File: config.mk
export PLATFORM = sky130hd
export DESIGN_NAME = scaled_glyph_display_writer_unit
export DESIGN_NICKNAME = d
export VERILOG_FILES = /design/src/rtl/sgdw_pkg.sv /design/src/rtl/scaled_glyph_display_writer_unit.sv /design/src/rtl/sgdw_seq.sv
export SDC_FILE = /design/constraint.sdc
export NUM_CORES = 1
export LEC_CHECK = 0
export BUFFER_PORTS_ARGS = -buffer_cell sky130_fd_sc_hd__clkbuf_2
export CORE_MARGIN = 1.5
export CORE_UTILIZATION = 59
export CTS_CLUSTER_SIZE = 8
export DETAILED_ROUTE_END_ITERATION = 10
export PLACE_DENSITY = 0.91
export SKIP_CTS_REPAIR_TIMING = 1
export SYNTH_ARGS = -nofsm -noshare
export SYNTH_HDL_FRONTEND = slang
export SYNTH_SLANG_ARGS = --single-unit
File: constraint.sdc
create_clock -name clk -period 7.5 [get_ports clk]
set_input_delay 0.375 -clock clk [delete_from_list [all_inputs] [get_ports clk]]
set_output_delay 0.375 -clock clk [all_outputs]
set_load 0.005 [all_outputs]
File: src/rtl/sgdw_pkg.sv
`default_nettype none

package sgdw_pkg;

	// Glyph geometry and scale limits
	localparam int GLYPH_SIZE        = 8;
	localparam int MAX_SCALE_DEFAULT = 15;
	localparam int SCALE_IN_W        = 4;
	localparam int GLYPH_BITS        = GLYPH_SIZE * GLYPH_SIZE;
	localparam int GIDX_W            = $clog2(GLYPH_SIZE);
	localparam int WORD_W            = 16;
	localparam int COORD_W           = 9;
	localparam int STEP_W            = 4;
	localparam int POS_W             = 3;

	// Panel commands, high byte zero
	localparam logic [WORD_W-1:0] CMD_COLUMN   = 16'h002A;
	localparam logic [WORD_W-1:0] CMD_PAGE     = 16'h002B;
	localparam logic [WORD_W-1:0] CMD_MEMWRITE = 16'h002C;

	// Request kinds
	localparam logic REQ_LOAD = 1'b0;
	localparam logic REQ_PULL = 1'b1;

	// Header sequence steps
	localparam logic [STEP_W-1:0] STEP_PAGE_CMD = 4'd0;
	localparam logic [STEP_W-1:0] STEP_COL_CMD  = 4'd5;
	localparam logic [STEP_W-1:0] STEP_MEMWRITE = 4'd10;
	localparam logic [STEP_W-1:0] STEP_PIXEL    = 4'd11;

	// Position inside one address group
	localparam logic [POS_W-1:0] POS_CMD      = 3'd0;
	localparam logic [POS_W-1:0] POS_START_HI = 3'd1;
	localparam logic [POS_W-1:0] POS_START_LO = 3'd2;
	localparam logic [POS_W-1:0] POS_END_HI   = 3'd3;
	localparam logic [POS_W-1:0] POS_END_LO   = 3'd4;

	typedef struct packed {
		logic                  req_type;
		logic [GLYPH_BITS-1:0] glyph_rows;
		logic [COORD_W-1:0]    start_x;
		logic [COORD_W-1:0]    start_y;
		logic [SCALE_IN_W-1:0] scale;
		logic [4:0]            fg_red;
		logic [5:0]            fg_green;
		logic [4:0]            fg_blue;
		logic [4:0]            bg_red;
		logic [5:0]            bg_green;
		logic [4:0]            bg_blue;
	} req_t;

	typedef struct packed {
		logic              is_data;
		logic [WORD_W-1:0] bus_word;
		logic              last_word;
	} rsp_t;

	// Sequencer result toward the output register
	typedef struct packed {
		logic valid;
		rsp_t word;
	} seq_res_t;

endpackage

`default_nettype wire

File: src/rtl/scaled_glyph_display_writer_unit.sv
`default_nettype none

// Scaled glyph writer for an RGB565 panel on a 16-bit parallel bus. A load
// request (req_type 0) latches an 8x8 one-bit glyph, window origin, scale
// (0 reads as 1, values above MAX_SCALE are clipped) and two colors; a load
// while a glyph is still in progress is dropped. Each pull (req_type 1) then
// returns one bus word: page address command and four words, column address
// command and four words, memory write command, then (8*scale)^2 pixels row
// by row, the final pixel flagged with last_word. Pulls while idle and all
// loads return nothing. Every request is handled in the cycle it transfers
// and its word lands in a single output register, so one request per cycle
// is sustained; req_ready drops only while that register is full and the
// downstream side is stalling.
module scaled_glyph_display_writer_unit #(
	parameter int MAX_SCALE = sgdw_pkg::MAX_SCALE_DEFAULT
) (
	input  wire                  clk,
	input  wire                  arst_n,
	input  wire                  req_valid,
	output logic                 req_ready,
	input  wire sgdw_pkg::req_t  req,
	output logic                 rsp_valid,
	input  wire                  rsp_ready,
	output sgdw_pkg::rsp_t       rsp
);
	import sgdw_pkg::*;

	logic     rsp_valid_q;
	rsp_t     rsp_q;
	logic     take;
	seq_res_t res;

	// Accept whenever the output register frees up this cycle
	assign req_ready = !rsp_valid_q || rsp_ready;
	assign take      = req_valid && req_ready;

	sgdw_seq #(
		.MAX_SCALE(MAX_SCALE)
	) u_seq (
		.clk    (clk),
		.arst_n (arst_n),
		.take   (take),
		.item   (req),
		.res    (res)
	);

	// Output register
	always_ff @(posedge clk or negedge arst_n) begin
		if (!arst_n) begin
			rsp_valid_q <= 1'b0;
		end else if (res.valid) begin
			rsp_valid_q <= 1'b1;
		end else if (rsp_ready) begin
			rsp_valid_q <= 1'b0;
		end
	end

	always_ff @(posedge clk) begin
		if (res.valid) begin
			rsp_q <= res.word;
		end
	end

	assign rsp_valid = rsp_valid_q;
	assign rsp       = rsp_q;

	// Checks
	a_no_overwrite: assert property (@(posedge clk) disable iff (!arst_n)
		(rsp_valid_q && !rsp_ready) |-> !res.valid)
		else $error("pending transfer overwritten");

	a_res_from_take: assert property (@(posedge clk) disable iff (!arst_n)
		res.valid |-> take)
		else $error("result without an accepted request");

	a_fill_after_res: assert property (@(posedge clk) disable iff (!arst_n)
		res.valid |=> (rsp_valid_q && rsp_q == $past(res.word)))
		else $error("result not captured");

endmodule

`default_nettype wire

File: src/rtl/sgdw_seq.sv
`default_nettype none

module sgdw_seq #(
	parameter int MAX_SCALE = sgdw_pkg::MAX_SCALE_DEFAULT
) (
	input  wire                    clk,
	input  wire                    arst_n,
	input  wire                    take,
	input  wire sgdw_pkg::req_t    item,
	output sgdw_pkg::seq_res_t     res
);
	import sgdw_pkg::*;

	localparam int SCALE_W = $clog2(MAX_SCALE + 1);
	localparam int CMP_W   = (SCALE_W > SCALE_IN_W) ? SCALE_W : SCALE_IN_W;
	localparam int SPAN_W  = $clog2(GLYPH_SIZE * MAX_SCALE);

	// Control state
	logic               busy_q;
	logic [STEP_W-1:0]  step_q;
	logic [GIDX_W-1:0]  row_q;
	logic [GIDX_W-1:0]  col_q;
	logic [SCALE_W-1:0] row_rep_q;
	logic [SCALE_W-1:0] col_rep_q;

	// Latched request
	logic [GLYPH_BITS-1:0] glyph_q;
	logic [COORD_W-1:0]    win_x_q;
	logic [COORD_W-1:0]    win_y_q;
	logic [SCALE_W-1:0]    scale_m1_q;
	logic [SPAN_W-1:0]     span_q;
	logic [WORD_W-1:0]     fg_q;
	logic [WORD_W-1:0]     bg_q;

	logic [CMP_W-1:0]   scale_ext;
	logic [CMP_W-1:0]   scale_clip;
	logic               is_load;
	logic               is_pull;
	logic               in_col;
	logic [COORD_W-1:0] start;
	logic [POS_W-1:0]   pos;
	logic [WORD_W-1:0]  win_end;
	logic               col_wrap;
	logic               gcol_wrap;
	logic               row_wrap;
	logic               grow_wrap;

	assign is_load = take && (item.req_type == REQ_LOAD) && !busy_q;
	assign is_pull = take && (item.req_type == REQ_PULL) && busy_q;

	// Scale clamp to 1..MAX_SCALE
	always_comb begin
		scale_ext = CMP_W'(item.scale);
		priority if (scale_ext == '0) begin
			scale_clip = CMP_W'(1);
		end else if (scale_ext > CMP_W'(MAX_SCALE)) begin
			scale_clip = CMP_W'(MAX_SCALE);
		end else begin
			scale_clip = scale_ext;
		end
	end

	// Header address group selection
	assign in_col  = (step_q >= STEP_COL_CMD);
	assign start   = in_col ? win_x_q : win_y_q;
	assign pos     = POS_W'(in_col ? (step_q - STEP_COL_CMD) : step_q);
	assign win_end = WORD_W'(start) + WORD_W'(span_q);

	// Replication counter wraps
	assign col_wrap  = (col_rep_q == scale_m1_q);
	assign gcol_wrap = (col_q == GIDX_W'(GLYPH_SIZE - 1));
	assign row_wrap  = (row_rep_q == scale_m1_q);
	assign grow_wrap = (row_q == GIDX_W'(GLYPH_SIZE - 1));

	// Output word
	always_comb begin
		res.valid          = is_pull;
		res.word.is_data   = 1'b1;
		res.word.bus_word  = '0;
		res.word.last_word = 1'b0;
		priority if (step_q < STEP_MEMWRITE) begin
			unique case (pos)
				POS_CMD: begin
					res.word.is_data  = 1'b0;
					res.word.bus_word = in_col ? CMD_COLUMN : CMD_PAGE;
				end
				POS_START_HI: res.word.bus_word = WORD_W'(start >> 8);
				POS_START_LO: res.word.bus_word = WORD_W'(start);
				POS_END_HI:   res.word.bus_word = win_end >> 8;
				default:      res.word.bus_word = win_end;
			endcase
		end else if (step_q == STEP_MEMWRITE) begin
			res.word.is_data  = 1'b0;
			res.word.bus_word = CMD_MEMWRITE;
		end else begin
			// bit 7 of each row byte is the leftmost column
			res.word.bus_word  = glyph_q[{row_q, ~col_q}] ? fg_q : bg_q;
			res.word.last_word = col_wrap && gcol_wrap && row_wrap && grow_wrap;
		end
	end

	// Control state update
	always_ff @(posedge clk or negedge arst_n) begin
		if (!arst_n) begin
			busy_q    <= 1'b0;
			step_q    <= STEP_PAGE_CMD;
			row_q     <= '0;
			col_q     <= '0;
			row_rep_q <= '0;
			col_rep_q <= '0;
		end else if (is_load) begin
			busy_q    <= 1'b1;
			step_q    <= STEP_PAGE_CMD;
			row_q     <= '0;
			col_q     <= '0;
			row_rep_q <= '0;
			col_rep_q <= '0;
		end else if (is_pull) begin
			if (step_q < STEP_PIXEL) begin
				step_q <= step_q + STEP_W'(1);
			end else if (!col_wrap) begin
				col_rep_q <= col_rep_q + SCALE_W'(1);
			end else begin
				col_rep_q <= '0;
				if (!gcol_wrap) begin
					col_q <= col_q + GIDX_W'(1);
				end else begin
					col_q <= '0;
					if (!row_wrap) begin
						row_rep_q <= row_rep_q + SCALE_W'(1);
					end else begin
						row_rep_q <= '0;
						if (!grow_wrap) begin
							row_q <= row_q + GIDX_W'(1);
						end else begin
							row_q  <= '0;
							step_q <= STEP_PAGE_CMD;
							busy_q <= 1'b0;
						end
					end
				end
			end
		end
	end

	// Request payload, written on load only
	always_ff @(posedge clk) begin
		if (is_load) begin
			glyph_q    <= item.glyph_rows;
			win_x_q    <= item.start_x;
			win_y_q    <= item.start_y;
			scale_m1_q <= SCALE_W'(scale_clip - CMP_W'(1));
			span_q     <= SPAN_W'(GLYPH_SIZE * scale_clip - 1);
			fg_q       <= {item.fg_red, item.fg_green, item.fg_blue};
			bg_q       <= {item.bg_red, item.bg_green, item.bg_blue};
		end
	end

	// Checks
	a_res_needs_busy: assert property (@(posedge clk) disable iff (!arst_n)
		res.valid |-> busy_q)
		else $error("result produced while idle");

	a_last_ends_glyph: assert property (@(posedge clk) disable iff (!arst_n)
		(res.valid && res.word.last_word) |=> (!busy_q && step_q == STEP_PAGE_CMD))
		else $error("sequencer still busy after final pixel");

	a_header_counters_clear: assert property (@(posedge clk) disable iff (!arst_n)
		(step_q < STEP_PIXEL) |-> (row_q == '0 && col_q == '0 &&
		row_rep_q == '0 && col_rep_q == '0))
		else $error("pixel counters moved during header");

	a_step_range: assert property (@(posedge clk) disable iff (!arst_n)
		step_q <= STEP_PIXEL)
		else $error("header step out of range");

	a_last_is_data: assert property (@(posedge clk) disable iff (!arst_n)
		(res.valid && res.word.last_word) |-> res.word.is_data)
		else $error("final word flagged as command");

endmodule

`default_nettype wire

==> results of run 1 <==
registers in the layout, indices dropped and copies added (netlist names):
| register | cells |
|---|---|
| u_seq.step_q | 4 |
| u_seq.win_y_q | 9 |
| u_seq.row_rep_q | 4 |
| u_seq.span_q | 1 |
| rsp_valid | 1 |
| u_seq.busy_q | 1 |
| u_seq.win_x_q | 9 |
| u_seq.row_q | 3 |
| u_seq.col_rep_q | 4 |
| rsp | 18 |
| u_seq.col_q | 3 |
| u_seq.scale_m1_q | 3 |
| u_seq.glyph_q | 64 |
| u_seq.bg_q | 16 |
| u_seq.fg_q | 16 |
metal layers:
| layer | GRT usage | vias to the layer above | share of wire |
|---|---|---|---|
| li1 | - | 2217 | - |
| met1 | 0.279 | 2337 | 0.39 |
| met2 | 0.423 | 185 | 0.53 |
| met3 | 0.0696 | 21 | 0.058 |
| met4 | 0.0925 | 0 | 0.019 |
| met5 | 0 | - | 0 |
cells by family after synthesis:
kind of cell    Yosys count  share of synthesized area
compound gates           97                     0.0971
xor+xnor                 16                     0.0196
fa+ha+maj                17                     0.0298
buf+inv                  27                     0.0212
flops                   156                      0.642
mux                      58                      0.102
simple gates            124                     0.0886
worst max-delay path by stage:
stage,endpoint,cells after the start,from
2_1_floorplan,u_seq.row_q[0],8,rsp_ready
3_3_place_gp,rsp[9],13,u_seq.step_q[0]
3_5_place_dp,rsp[2],12,u_seq.step_q[0]
4_1_cts,rsp[2],12,u_seq.step_q[0]
5_1_grt,rsp[2],12,u_seq.step_q[0]
6_report,rsp[9],13,u_seq.step_q[0]
area by class of cell:
cell class,instances,area share
flip-flops and latches,156,0.536
multi-input cells,312,0.281
repair buffers,147,0.0878
clock buffers,19,0.0506
well taps,147,0.0215
clock inverters,12,0.0187
inverters,9,0.00424
power by group through the flow:
stage               combinational (uW)  clock (uW)  sequential, uW
finish                             913         862            1160
global route                      1000         912            1170
CTS                                910         875            1160
detailed placement                 902           0            1180
global placement                   868           0            1170
floorplan                          718           0            1140
worst max-delay path, delay by kind of cell (launching register included):
family                   cells  cell delay [ns]
AND/OR/NAND/NOR              2             0.20
buffers and inverters        1             0.36
adder cells (fa/ha/maj)      2             0.72
flip-flops                   1             0.54
XOR/XNOR                     1             0.28
AO/OA/AOI/OAI                6             1.44
multiplexers                 1             0.42
metrics by stage:
| stage | instance area [um^2] | setup WS [ns] | utilization | total power [uW] |
|---|---|---|---|---|
| 2_1_floorplan | 7140 | 2.49 | - | 1860 |
| 3_3_place_gp | 7950 | 3.57 | 0.668 | 2040 |
| 3_5_place_dp | 7950 | 3.40 | 0.668 | 2080 |
| 4_1_cts | 8540 | 3.36 | 0.717 | 2940 |
| 5_1_grt | 8550 | 3.01 | 0.718 | 3090 |
| 6_report | 8550 | 3.29 | 0.718 | 2940 |
synth_stat cells (5+ instances only):
| cell type | number | share of area |
|---|---|---|
| nand2b_1 | 10 | 0.0088 |
| mux2i_1 | 43 | 0.060 |
| clkbuf_1 | 9 | 0.0047 |
| nor3_1 | 12 | 0.0084 |
| dfrtp_1 | 20 | 0.070 |
| a21oi_1 | 18 | 0.013 |
| inv_1 | 7 | 0.0037 |
| o21a_1 | 6 | 0.0063 |
| o21ai_0 | 23 | 0.016 |
| xor2_1 | 12 | 0.015 |
| edfxtp_1 | 136 | 0.57 |
| nand4_1 | 5 | 0.0044 |
| mux2_2 | 5 | 0.0079 |
| mux4_1 | 6 | 0.022 |
| ha_1 | 17 | 0.030 |
| nand3_1 | 16 | 0.011 |
| nor2_1 | 23 | 0.012 |
| a21o_1 | 5 | 0.0053 |
| nand2_1 | 37 | 0.019 |
==> out/results.ini, run 1 <==
[global_route]
grt_pass1_vias=4847
overflow=0
grt_max_degree=69
antenna_found_initial=0
grt_pass1_wl_um=23300
grt.total_usage=0.240

[synthesis]
syn_nets=635
synthCells=495
synth-seq-area-share=0.642
mappedNetlistArea_um2=7140
synth_seq_cells=156
ys.flop_type=edfxtp_1
yosysUniqueCellTypes=62
synth-async-reset-ratio=0.128
synth_warnings=0
syn_avg_cell_area_um2=14.4
synth_edf_count=136

[placement]
dpl.hpwl_um=10400
gp_congestion=0.890
dpl.cell_count=770
numPortBuffers=142

[status]
status=finished, final reports clean

[sta]
worstMarginPinSlew_ns=0.858
rsz0062_at_grt=false
setup_viol=0
max_freq_mhz=237
slew_viol_final=0
slew_headroom=0.428
finalCriticalPeriod_ns=4.21
post-route-period-util=0.562
clock_skew_ns=0.00604
whs_ns=0.125
finalSetupTns_ns=0
hold_violations=0

[power_and_ir_drop]
intPower_uw=1980
leakagePower_uw=0.00336
switching_share=0.325
cellPowerDensity_nw_per_um2=343
power_frac_clock=0.293
switchingPower_uw=955
vdd_drop_max_mv=0.231
pwr-share-comb=0.311
seqPwrFrac=0.396

[finish]
final_layout_size_suffix_gt1_frac=0.304
nFillCells=768
ff_latch_area_um2=4580
num_antenna_cells=0
final_common_cell=clkbuf_2
final_cell_mix=142 x clkbuf_2, 136 x edfxtp_1, 43 x mux2i_1, 37 x nand2_1
synthToLayoutAreaGrowth_pct=19.8
nets=783
multiInputGateArea_um2=2410
fin_cells=802

[clock_network]
clk_path_buf_depth=2
clkLatencyLatePin_ns=0.42
clk_pin_slew_ns=0.06
cts_made_buffers=17
clock-sinks=156
clock-root-buffer=clkbuf_16
h-tree-depth=4
tritoncts=built

[setup_path]
worst_setup_path_start_kind=register
r2r_slack_ns=3.29
r2r-start=u_seq.step_q[0]
crit_required_ns=7.68
slowest_stage=dfrtp_1
crit_chain=clkinv_1, ha_1, nand2b_1, a21o_1, mux2_2, ha_1, o21a_1, nor2_1, o21a_1, a311oi_1, xor2_1, o22ai_1, a21o_1
reg2reg_depth=13
critPathKind=register to register
r2r-end=rsp[9]
crit_path_max_incr_delay_ns=0.54
arrival_ns=4.39
crit_path_end_kind=register
crit_fanout=17

[floorplan]
ioPinCount=143
fp.dieH_um=113
rows=40
die-area_um2=12800
initial_core_util=0.600
core_area_um2=11900
die_w_um=113

[hold_path]
worstHoldStart=req[113]
hold-path-endpoint=u_seq.glyph_q[59]
hold_path_class=input port to register
worstHoldPathCells=1

[routing]
wire_per_inst_um=18.3
vias_per_cell=5.94
vias=4760
drc=0
antenna_left=0
first_pass_iters=7
wl_um=14700
drt_iter0_drc=319

[flow_run]
max_cap_viol_count=0

Power figures use the tool's default switching activity.
==> inputs of run 2 (changes only) <==
--- a/config.mk
+++ b/config.mk
@@ -7,10 +7,10 @@
 export LEC_CHECK = 0
 export BUFFER_PORTS_ARGS = -buffer_cell sky130_fd_sc_hd__clkbuf_2
 export CORE_MARGIN = 1.5
-export CORE_UTILIZATION = 59
+export CORE_UTILIZATION = 50
 export CTS_CLUSTER_SIZE = 8
 export DETAILED_ROUTE_END_ITERATION = 10
-export PLACE_DENSITY = 0.91
+export PLACE_DENSITY = 0.82
 export SKIP_CTS_REPAIR_TIMING = 1
 export SYNTH_ARGS = -nofsm -noshare
 export SYNTH_HDL_FRONTEND = slang
==> constraint.sdc (replaced) <==
create_clock -name clk -period 3.5 [get_ports clk]
set_input_delay 0.175 -clock clk [delete_from_list [all_inputs] [get_ports clk]]
set_output_delay 0.175 -clock clk [all_outputs]
set_load 0.005 [all_outputs]
==> run 2 against run 1 <==
Clock power up 110%. Cell count grew 19%. Hold slack worse by 0.065 ns. Count of clock-buffer cells in the layout shrank 2. Register-to-register slack got worse by 3.1 ns. Die area increased by 18%. Sequential cell count did not move. Clock skew grew 0.0052 ns. Global-route usage fell by 3.5 points. Total power is 120% higher. Fmax is 29% higher.
==> out/results.ini, run 2 (synthesis results as in run 1) <==
[status]
status=finished, final reports clean  ; unchanged

[clock_network]
clk_pin_slew_ns=0.07  ; was 0.06 ns
tritoncts=built  ; unchanged
clock-root-buffer=clkbuf_16  ; unchanged
clkLatencyLatePin_ns=0.43  ; was 0.42 ns
h-tree-depth=4  ; unchanged
clk_path_buf_depth=2  ; unchanged
cts_made_buffers=17  ; unchanged
clock-sinks=156  ; unchanged

[floorplan]
core_area_um2=13900  ; was 11900 um^2
die-area_um2=15000  ; was 12800 um^2
die_w_um=123  ; was 113 um
fp.dieH_um=123  ; was 113 um
rows=43  ; was 40
initial_core_util=0.513  ; was 0.600
ioPinCount=143  ; unchanged

[setup_path]
r2r_slack_ns=0.23  ; was 3.29 ns
reg2reg_depth=14  ; was 13
worst_setup_path_start_kind=register  ; unchanged
critPathKind=register to register  ; unchanged
r2r-start=u_seq.step_q[1]  ; was u_seq.step_q[0]
crit_path_end_kind=register  ; unchanged
r2r-end=rsp[9]  ; unchanged
crit_chain=inv_2, ha_1, nand2b_1, a21o_1, buf_4, nand2_1, nand2_1, ha_1, nand2_1, o21a_1, a311oi_2, xor2_1, o22ai_1, a21o_1  ; was clkinv_1, ha_1, nand2b_1, a21o_1, mux2_2, ha_1, o21a_1, nor2_1, o21a_1, a311oi_1, xor2_1, o22ai_1, a21o_1
crit_fanout=16  ; was 17
slowest_stage=dfrtp_1  ; unchanged
arrival_ns=3.45  ; was 4.39 ns
crit_required_ns=3.68  ; was 7.68 ns
timing.critical_path.mode_cell=nand2_1
crit_path_max_incr_delay_ns=0.44  ; was 0.54 ns

[global_route]
overflow=0  ; unchanged
grt_max_degree=90  ; was 69
grt_pass1_vias=4618  ; was 4847
antenna_found_initial=0  ; unchanged
grt_pass1_wl_um=22900  ; was 23300 um
grt.total_usage=0.205  ; was 0.240

[sta]
worst_slack_ns=0.234  ; was 3.29 ns
clock_skew_ns=0.0112  ; was 0.00604 ns
finalSetupTns_ns=0  ; unchanged
slew_viol_final=0  ; unchanged
finalCriticalPeriod_ns=3.27  ; was 4.21 ns
worstMarginPinSlew_ns=0.834  ; was 0.858 ns
post-route-period-util=0.933  ; was 0.562
setup_viol=0  ; unchanged
slew_headroom=0.443  ; was 0.428
max_freq_mhz=306  ; was 237 MHz
rsz0062_at_grt=false  ; unchanged
hold_violations=0  ; unchanged

[placement]
dp_slack_ns=0.0819  ; was 3.40 ns
dpl.cell_count=809  ; was 770
numPortBuffers=142  ; unchanged
gp_congestion=0.853  ; was 0.890
dpl.hpwl_um=10700  ; was 10400 um

[routing]
antenna_left=0  ; unchanged
drc=0  ; unchanged
drt_iter0_drc=366  ; was 319
wire_per_inst_um=18.5  ; was 18.3 um
first_pass_iters=4  ; was 7
wl_um=17600  ; was 14700 um
vias_per_cell=5.46  ; was 5.94
vias=5218  ; was 4760

[hold_path]
worstHoldStart=req[35]  ; was req[113]
hold_path_class=input port to register  ; unchanged
hold-path-endpoint=u_seq.span_q[6]  ; was u_seq.glyph_q[59]
worstHoldPathCells=2  ; was 1

[finish]
final_common_cell=clkbuf_2  ; unchanged
top_register=u_seq.glyph_q  ; unchanged
nets=903  ; was 783
nFillCells=908  ; was 768
largest_register_ffs=64  ; unchanged
fin_cells=956  ; was 802
num_antenna_cells=0  ; unchanged
synthToLayoutAreaGrowth_pct=37.2  ; was 19.8%
final_layout_size_suffix_gt1_frac=0.274  ; was 0.304
final_cell_mix=142 x clkbuf_2, 136 x edfxtp_1, 115 x dlygate4sd3_1, 43 x mux2i_1, 37 x nand2_1  ; was 142 x clkbuf_2, 136 x edfxtp_1, 43 x mux2i_1, 37 x nand2_1

[power_and_ir_drop]
vdd_drop_max_mv=0.553  ; was 0.231 mV
power_uw=6440  ; was 2940 uW
leakagePower_uw=0.00386  ; was 0.00336 uW
cellPowerDensity_nw_per_um2=657  ; was 343 nW/um^2

[flow_run]
max_cap_viol_count=0  ; unchanged

[run 2: metal layers]
layer / track usage / wire [um] / part of all wire
met5: 0 / 0 / 0
met4: 0.0858 / 337 / 0.019
met3: 0.0623 / 914 / 0.052
met2: 0.344 / 9290 / 0.53
met1: 0.247 / 7110 / 0.40
[run 2: per-stage QoR]
| step | area [um^2] | utilization | hold slack (ns) |
|---|---|---|---|
| after global routing | 9800 | 0.703 | 0.0489 |
| final | 9800 | 0.703 | 0.0598 |
| after global placement | 8050 | 0.578 | 0.153 |
| after CTS | 8630 | 0.619 | -0.295 |
| after detailed placement | 8050 | 0.578 | 0.170 |
| after floorplan | 7140 | - | -0.121 |
[run 2: power breakdown]
group	switching [uW]	internal (uW)
clock network	808	1000
logic	1160	974
registers	204	2290
[run 2: area by class of cell]
class                   count  area (um^2)  share of cell area
well taps                 180          225              0.0230
multi-input cells         312         2420               0.247
clock inverters            15          154              0.0157
flip-flops and latches    156         4590               0.468
inverters                   9         37.5             0.00383
clock buffers              17          425              0.0434
repair buffers            267         1950               0.199
[run 2: worst max path at each step]
stage / cells after the start / start / endpoint / slack [ns]
finish: 14 / u_seq.step_q[1] / rsp[9] / 0.23
global route: 13 / u_seq.step_q[1] / rsp[7] / 0.005
CTS: 12 / u_seq.step_q[0] / rsp[2] / 0.04
detailed placement: 12 / u_seq.step_q[0] / rsp[2] / 0.08
global placement: 12 / u_seq.step_q[0] / rsp[2] / 0.22
floorplan: 15 / u_seq.step_q[0] / rsp[9] / 0.06
[run 2: worst max-delay path, delay by kind of cell, from the launching register on]
kind,cells,cell delay [ns]
adder cells (fa/ha/maj),2,0.53
AO/OA/AOI/OAI,5,1.00
AND/OR/NAND/NOR,4,0.51
flip-flops,1,0.44
buffers and inverters,2,0.31
XOR/XNOR,1,0.22
